[src/rtl/mbpf_pkg.sv]
// Shared types, codes and helpers for the monochrome bitmap fill engine.
// No dependencies; used by mbpf_mul and mono_bitmap_pattern_fill.

package mbpf_pkg;

    // Operation codes of an input item
    typedef enum logic [1:0] {
        OP_RECT_COPY = 2'd0,
        OP_RECT_XOR  = 2'd1,
        OP_ELLIPSE   = 2'd2,
        OP_READ      = 2'd3
    } t_op;

    // Configuration register indexes
    localparam logic [1:0] REG_CLIP_TOP    = 2'd0;
    localparam logic [1:0] REG_CLIP_LEFT   = 2'd1;
    localparam logic [1:0] REG_CLIP_BOTTOM = 2'd2;
    localparam logic [1:0] REG_CLIP_RIGHT  = 2'd3;

    // Internal signed coordinate, wide enough for every sum of two inputs
    localparam int CW = 22;
    typedef logic signed [CW-1:0] t_coord;

    // Multiplier operand and product widths
    localparam int MW = 32;
    typedef logic [MW-1:0]   t_mop;
    typedef logic [2*MW-1:0] t_prod;

    // Multiplier handshake between the sequencer and the multiplier
    typedef struct packed {
        logic start;
        t_mop a;
        t_mop b;
    } t_mul_req;

    typedef struct packed {
        logic  done;
        t_prod product;
    } t_mul_rsp;

    // Pattern byte for a row: low three bits of the row pick the byte
    function automatic logic [7:0] pat_byte(input logic [63:0] pat, input logic [2:0] idx);
        pat_byte = pat[{idx, 3'b000} +: 8];
    endfunction

endpackage

[src/rtl/mbpf_mul.sv]
// Sequential unsigned multiplier, one multiplier bit per cycle.
// Depends on mbpf_pkg for operand and handshake types.

module mbpf_mul (
    input  logic              i_clk,
    input  logic              i_rst_n,
    input  mbpf_pkg::t_mul_req i_req,
    output mbpf_pkg::t_mul_rsp o_rsp
);

    localparam int CNTW = $clog2(mbpf_pkg::MW);

    logic                  r_busy;
    logic                  r_done;
    logic [CNTW-1:0]       r_cnt;
    mbpf_pkg::t_prod       r_acc;
    mbpf_pkg::t_prod       r_mcand;
    mbpf_pkg::t_mop        r_mplier;

    // Shift-and-add: add the shifted multiplicand when the low bit is set
    always_ff @(posedge i_clk) begin
        if (!i_rst_n) begin
            r_busy <= 1'b0;
            r_done <= 1'b0;
            r_cnt  <= '0;
        end else begin
            r_done <= 1'b0;
            if (i_req.start) begin
                r_busy   <= 1'b1;
                r_cnt    <= '0;
                r_acc    <= '0;
                r_mcand  <= {{mbpf_pkg::MW{1'b0}}, i_req.a};
                r_mplier <= i_req.b;
            end else if (r_busy) begin
                if (r_mplier[0]) begin
                    r_acc <= r_acc + r_mcand;
                end
                r_mcand  <= r_mcand << 1;
                r_mplier <= r_mplier >> 1;
                r_cnt    <= r_cnt + 1'b1;
                if (r_cnt == CNTW'(mbpf_pkg::MW - 1)) begin
                    r_busy <= 1'b0;
                    r_done <= 1'b1;
                end
            end
        end
    end

    assign o_rsp.done    = r_done;
    assign o_rsp.product = r_acc;

endmodule

[config.mk]
export PLATFORM = sky130hd
export DESIGN_NAME = mbpf_mul
export DESIGN_NICKNAME = d
export VERILOG_FILES = /design/src/rtl/mbpf_pkg.sv /design/src/rtl/mbpf_mul.sv
export SDC_FILE = /design/constraint.sdc
export NUM_CORES = 1
export LEC_CHECK = 0
export ABC_AREA = 0
export BUFFER_PORTS_ARGS = -buffer_cell sky130_fd_sc_hd__clkbuf_2
export CAP_MARGIN = 15
export CORE_MARGIN = 2
export CORE_UTILIZATION = 59
export DETAILED_ROUTE_END_ITERATION = 6
export MAX_ROUTING_LAYER = met4
export PLACE_DENSITY = 0.82
export SYNTH_ARGS = -nofsm -noshare
export SYNTH_HDL_FRONTEND = slang
export SYNTH_SLANG_ARGS = --single-unit
[constraint.sdc]
create_clock -name i_clk -period 4.9 [get_ports i_clk]
set_input_delay 0.49 -clock i_clk [delete_from_list [all_inputs] [get_ports i_clk]]
set_output_delay 0.49 -clock i_clk [all_outputs]
set_load 0.1 [all_outputs]
== Word level (Yosys, flattened, before mapping) ==
Cells that the tools add are included.
Word-level totals
  output and inout bits: 65
  register bits: 167
  logic and storage cells: 28
Cells by class
  $add $sub $neg: 2
  reductions and logical operators: 6
  eq/ne operators: 1
  bitwise gates (word level): 2
  multiplexer cells: 10
Operator list (number)
  2-to-1 mux 64 bit: 3
  2-to-1 mux 32 bit: 3
  adder 64 bit: 1
  adder 5 x 1 -> 5 bit (second input constant): 1
  equality test 5 bit (second input constant): 1
  2-to-1 mux 1 bit: 4
  nonzero test 2 bit: 2
  AND reduction 3 bit: 1
  OR reduction 3 bit: 1
  NOT 1 bit: 2
  AND reduction 2 bit: 1
  OR reduction 2 bit: 1

== Longest topological paths before layout ==
Gate-level depths: netlist of the first run.
  depth after elaboration: 4
  depth in mapped cells: 12

== Worst setup path after synthesis of the first run ==
Ideal clock, no wire load.
  path type: input port to flip-flop
  start: in i_req[64] (netlist name)
  end: reg r_acc[0] (enable)
  setup time: 0.494 ns
  stages: 4
  required time: 4.406 ns
  buffers on the path: 2
  setup slack: 0.410 ns
  data arrival time: 3.997 ns
  path through: clkbuf_1 -> clkbuf_1 -> a21oi_1 -> nor2b_1
On the way
  word-level cells in the longest chain between the ends: 2
  elaborated cells on any way between the ends: 3
  those cells by class: reduce/logical: 3
RTL lines
  start: declaration: RTL line mbpf_mul.sv:7  | input mbpf_pkg::t_mul_req i_req,
  nonzero test 2 bit (no line)
  AND reduction 3 bit (no line) *
  end signal: assignment: RTL line mbpf_mul.sv:36  | r_acc <= r_acc + r_mcand;
  end: declaration: RTL line mbpf_mul.sv:16  | mbpf_pkg::t_prod r_acc;
Mark *: on every way between the ends. The rest lies on a longest branch, timed or not.
A chain may end at the register's enable or synchronous reset.

== Worst setup path after layout of the first run ==
  start: reg r_acc[0]
  end: reg r_acc[58], data pin
On the way
  word-level cells in the longest chain between the ends: 3
RTL lines
  adder 64 bit: RTL line mbpf_mul.sv:36
  2-to-1 mux 64 bit: RTL line mbpf_mul.sv:35  | if (r_mplier[0]) begin
  2-to-1 mux 64 bit: RTL line mbpf_mul.sv:34  | end else if (r_busy) begin
No other way between the ends. The select of a mux whose other input is x is not followed.

==> out/qor.yml, run 1 <==
startpoint_type: "flip-flop"
end_kind: "flip-flop"
rows: 48
hold_viol_final: 0
clkLatencyLatePin_ps: 430
chipWidth_um: 135
vias: 7737
rsz0062_at_grt: "false"
irDropWorstVdd_mv: 0.276
synth_edf_count: 160
ys.flop_type: "edfxtp_1"
grt_overflow_total: 0
synth_seq_cells: 167
yosysTopAreaCell: "edfxtp_1"
syn_to_final_growth_pct: 13.0
busiest_layer: "met2"
io_pins: 132
die_area_mm2: 0.0184
p_per_area_mw_per_mm2: 379
die_y_um: 135
dp_hpwl_um: 17000
grtUsageMet2_pct: 41.4
diodes: 0
worstMarginPinSlew_ps: 940
crit_chain: "ha_1 > fa_1 > a21o_2 > a221oi_2 > o21ai_2 > a31oi_4 > o211ai_2 > a2111oi_4 > nor3_2 > o31ai_4 > a21o_1 > a21oi_2"
postCtsSetupBuffers: 0
synth_area_mm2: 0.0102
slowest_stage: "fa_1"
wire_per_inst_um: 18.1
grt.total_usage_pct: 26.9
setup_tns_ps: 0
placed_cell_area_mm2: 0.0110
cts_tree: "built"
initial_core_util_pct: 59.6
relSlewSlack_pct: 37.3
yosysWarnings: 0
core_mm2: 0.0171
r2r-start: "r_acc[0]"
grtUsageMet1_pct: 36.3
yosys-top-cells-area: "edfxtp_1, ha_1, mux2_2, nor2_1, a21oi_1"
ys_seq_area_share_pct: 48.5
grt_max_degree: 72
antenna_found_initial: 0
status: "completed"
root_buffer: "clkbuf_16"
finalMaxSlewViolations: 0
final_cell_mix: "edfxtp_1, clkbuf_2, nor2_1, a21oi_1, nand2_1"
setup_violations: 0
drive_above_1_share_pct: 24.4
synth_top_area_share_pct: 47.1
htree_levels: 4
gp_congestion: 0.913
numCtsBuffers: 17
viasPerCell: 6.02
grt_pass1_vias: 7459
layout_commonest_cell: "edfxtp_1"
ys_types: 72
synthCells: 938
period_share_pct: 72.7
syn-mean-instance-area_um2: 10.9
period_needed_ps: 3560
min-delay-start: "i_req[31]"
cts.sink_count: 167
clkTransAtPathRegs_ps: 70
cp_num_buf_inv: 0
skew_ps: 8.82
fin_nets: 1180
cp_max_fo: 4
clock_path_buffers: 2
drcViolationCount: 0
slowest_delay_ps: 420
met3_usage_pct: 5.69
firstDrtPassIters: 7
ant_nets: 0
final_area_mm2: 0.0115
arrival_ps: 3720
finalWirelength_um: 23300
fill_cells: 1333
ctsHoldBuffers: 0
synth_nets: 1071
worstSetupPathType: "flip-flop to flip-flop"
p_leak_nw: 4.61
min_path_type: "input pin to flip-flop"
portBuffers: 131
r2r_slack_ps: 1340
critPathTopFamily: "compound AO/OA/AOI/OAI gates"
max_cap_violations: 0
cp-startpoint: "r_acc[0]"
drtIter0Drc: 751
fmax_mhz: 281
hold_slack_ps: 340
grt_pass1_wl_um: 37500
synthArstFlopShare_pct: 0
crit_required_ps: 5050
cts_resized: 0
-- layer usage --
| layer | vias up | share of wire (%) | wire (µm) |
|---|---|---|---|
| met5 | - | 0 | 0 |
| met4 | 0 | 2.1 | 496 |
| met3 | 53 | 6.5 | 1510 |
| met2 | 312 | 47 | 10800 |
| met1 | 3697 | 45 | 10400 |
| li1 | 3675 | - | - |
-- sequential cells by signal, indices dropped and copies added (netlist names) --
signal	count
r_busy	1
r_mcand	64
r_mplier	32
r_cnt	5
r_done	1
r_acc	64
-- cell families (layout without fill, tap and decap cells) --
logic type                 count (synthesis)  count (layout)  synth area share (%)
and+or+nand+nor                          298             298                  13.7
muxes                                     66              66                  7.26
buffers and inverters                     63             185                  2.71
xor gates and xnor gates                  60              60                  5.15
AOI/OAI and AO/OA                        218             218                  14.5
adders and majority gates                 66              66                  8.17
DFF                                      167             167                  48.5
-- power breakdown --
part	switching [W]	internal, W	leakage (nW)
Sequential	0.0000629	0.00171	1.60
Combinational	0.000921	0.000410	2.75
Clock	0.000601	0.000662	0.262
-- metrics by stage --
stage / power [W] / util, % / cells / worst slack (ps)
after floorplan: 0.00286 / - / 938 / 410
after global placement: 0.00309 / 64.1 / 1253 / 1510
after detailed placement: 0.00312 / 64.1 / 1253 / 1380
after CTS: 0.00438 / 67.3 / 1285 / 1330
after global routing: 0.00454 / 67.3 / 1285 / 1160
final: 0.00437 / 67.3 / 1285 / 1340
-- cell type report --
class | count | area [µm²] | share of cell area (%)
repair buffers | 136 | 696 | 6.04
clock buffers | 18 | 429 | 3.72
multi-input cells | 708 | 4990 | 43.3
inverters | 17 | 63.8 | 0.554
clock inverters | 14 | 116 | 1.01
flip-flops and latches | 167 | 4940 | 42.9
well taps | 225 | 282 | 2.44
-- synth_stat cells, types with 4 or more instances --
cell,number
nor2b_1,40
xor2_1,26
a21oi_1,73
mux2_2,64
and2_1,6
o21ai_1,4
o21bai_1,12
nand4_1,22
buf_2,8
o21ai_0,31
o211ai_1,7
edfxtp_1,160
xnor2_1,34
nand2_1,68
nor3_1,12
dfxtp_1,7
a31oi_1,12
ha_1,65
nor2_1,114
a21o_1,28
and3_1,6
inv_1,17
clkbuf_1,31
o21a_1,11
nand3_1,11
-- path summary, 6_finish.rpt --
kind                                     end  cells past startpoint
worst max-delay path               r_acc[58]                     12
worst min-delay path            r_mplier[31]                      2
worst max register to register     r_acc[58]                     12
worst min register to register      r_cnt[3]                      2
No activity file was read; power rests on OpenSTA's default activity.
==> run 2: changes to the inputs <==
Settings changed: CORE_UTILIZATION 59 to 53, PLACE_DENSITY 0.82 to 0.78.
Clock period 4.9 ns to 3.2 ns, I/O delays scaled along.
==> out/qor.yml, run 2 (synthesis gave the netlist of run 1 again) <==
grt_pass1_vias: 7310
hold_viol_final: 0
min-delay-start: "i_req[32]"
r2r-start: "r_mcand[0]"
layout_setup_ws_ps: 9.52
drive_above_1_share_pct: 29.5
seqCellArea_mm2: 0.00494
slowest_delay_ps: 400
finalWirelength_um: 23400
numCtsBuffers: 17
drtIter0Drc: 603
syn_to_final_growth_pct: 18.8
fin_cells: 1326
pre_cts_slack_ps: -122
clkTransAtPathRegs_ps: 70
clkLatencyLatePin_ps: 430
arrival_ps: 3350
grt_max_degree: 163
cp_max_fo: 4
wire_per_inst_um: 17.7
seqPwrFrac_pct: 38.0
viasPerCell: 5.85
cts_tree: "built"
hold_slack_ps: 170
switching_share_pct: 34.8
gp_congestion: 0.887
period_share_pct: 99.7
slowest_stage: "edfxtp_1"
ant_nets: 0
startpoint_type: "flip-flop"
clock_path_buffers: 2
drcViolationCount: 0
internal_power_w: 0.00467
placed_cell_area_mm2: 0.0112
antenna_found_initial: 0
p_sw_w: 0.00249
crit_chain: "ha_2 > fa_2 > a21o_4 > a221oi_4 > o21ai_4 > a31oi_4 > o211ai_2 > a2111oi_4 > nor2_2 > a311oi_2 > xor2_1 > nor2_1"
die_area_mm2: 0.0204
irDropWorstVdd_mv: 0.424
grt_overflow_total: 0
end_kind: "flip-flop"
top_regs: "r_acc (64), r_mcand (64), r_mplier (32)"
r2r_slack_ps: 10
dp_cells: 1280
core_mm2: 0.0188
rsz0062_at_grt: "true"
portBuffers: 131
dp_hpwl_um: 16400
grt_pass1_wl_um: 36500
p_comb_share_pct: 30.4
root_buffer: "clkbuf_16"
layout_commonest_cell: "edfxtp_1"
p_per_area_mw_per_mm2: 591
diodes: 0
pwr-share-clk_pct: 31.6
status: "completed"
cp-startpoint: "r_mcand[0]"
fill_cells: 1516
finalMaxSlewViolations: 0
final_cell_mix: "edfxtp_1, clkbuf_2, nor2_1, a21oi_1, nand2_1"
min_path_type: "input pin to flip-flop"
grt.total_usage_pct: 23.3
final_area_mm2: 0.0121
relSlewSlack_pct: 49.8
p_leak_nw: 4.82
crit_required_ps: 3350
htree_levels: 4
setup_violations: 0
fmax_mhz: 313
cts.sink_count: 167
multi_input_area_mm2: 0.00522
fin_nets: 1212
chipWidth_um: 143
die_y_um: 143
worstMarginPinSlew_ps: 753
rows: 50
skew_ps: 9.42
firstDrtPassIters: 5
max_cap_violations: 0
initial_core_util_pct: 54.3
vias: 7763
worstSetupPathType: "flip-flop to flip-flop"
period_needed_ps: 3190
io_pins: 132
run 2: changes by cell type in the layout (fill, tap and decap cells not counted), moves of 3 or more:
cell       previous run  this run
buf_4                 6        36
ha_1                 65        54
a21oi_1              73        66
a21oi_2               2         8
ha_2                  0         6
o21ai_0              31        25
ha_4                  0         5
bufinv_16             0         4
o21ai_1               4         7
o21ai_4               0         3
run 2: final cells by class:
| cell class | count | area share, % |
|---|---|---|
| multi-input combinational | 708 | 43.1 |
| inverter | 17 | 0.527 |
| sequential | 167 | 40.8 |
| tap | 234 | 2.42 |
| clock inverter | 15 | 1.77 |
| clock buffer | 17 | 3.51 |
| timing repair buffer | 168 | 7.93 |
run 2: power groups by stage:
stage	clock (W)	combinational [W]	sequential, W
floorplan	0	0.00114	0.00326
global placement	0	0.00203	0.00276
detailed placement	0	0.00206	0.00276
CTS	0.00229	0.00208	0.00272
global route	0.00237	0.00234	0.00274
finish	0.00226	0.00218	0.00272
run 2: timing repair:
action                                  CTS  global route
gates resized for setup                   2            31
buffers inserted                          1            13
gates cloned                              0             0
endpoints found under the setup margin    7            24
pin swaps                                 3            18
hold buffers                              0             0
run 2: path summary, 6_finish.rpt:
path / endpoint / depth (start not counted)
max reg2reg: r_acc[62] / 12
max: r_acc[62] / 12
min reg2reg: r_cnt[4] / 2
min: r_mcand[0] / 2
run 2: per-stage QoR:
| stage | setup TNS, ps | util, % | total power [W] |
|---|---|---|---|
| detailed placement | -372 | 59.7 | 0.00483 |
| global route | -803 | 64.6 | 0.00745 |
| floorplan | -3910 | - | 0.00440 |
| finish | 0 | 64.6 | 0.00716 |
| CTS | -20.5 | 63.2 | 0.00709 |
| global placement | -28.8 | 59.7 | 0.00479 |
run 2: per-layer routing:
layer	global-route usage [%]	vias up	wire, µm
met2	35.5	241	10900
met4	5.42	0	240
met5	-	-	0
met1	32.1	3731	10800
li1	-	3768	-
met3	5.26	23	1510
run 2: critical path, delay by kind of cell (launching register included):
family | cells | cell delay (ps)
AOI/OAI and AO/OA | 7 | 1610
and+or+nand+nor | 2 | 180
xor gates and xnor gates | 1 | 170
adders and majority gates | 2 | 560
DFF | 1 | 400
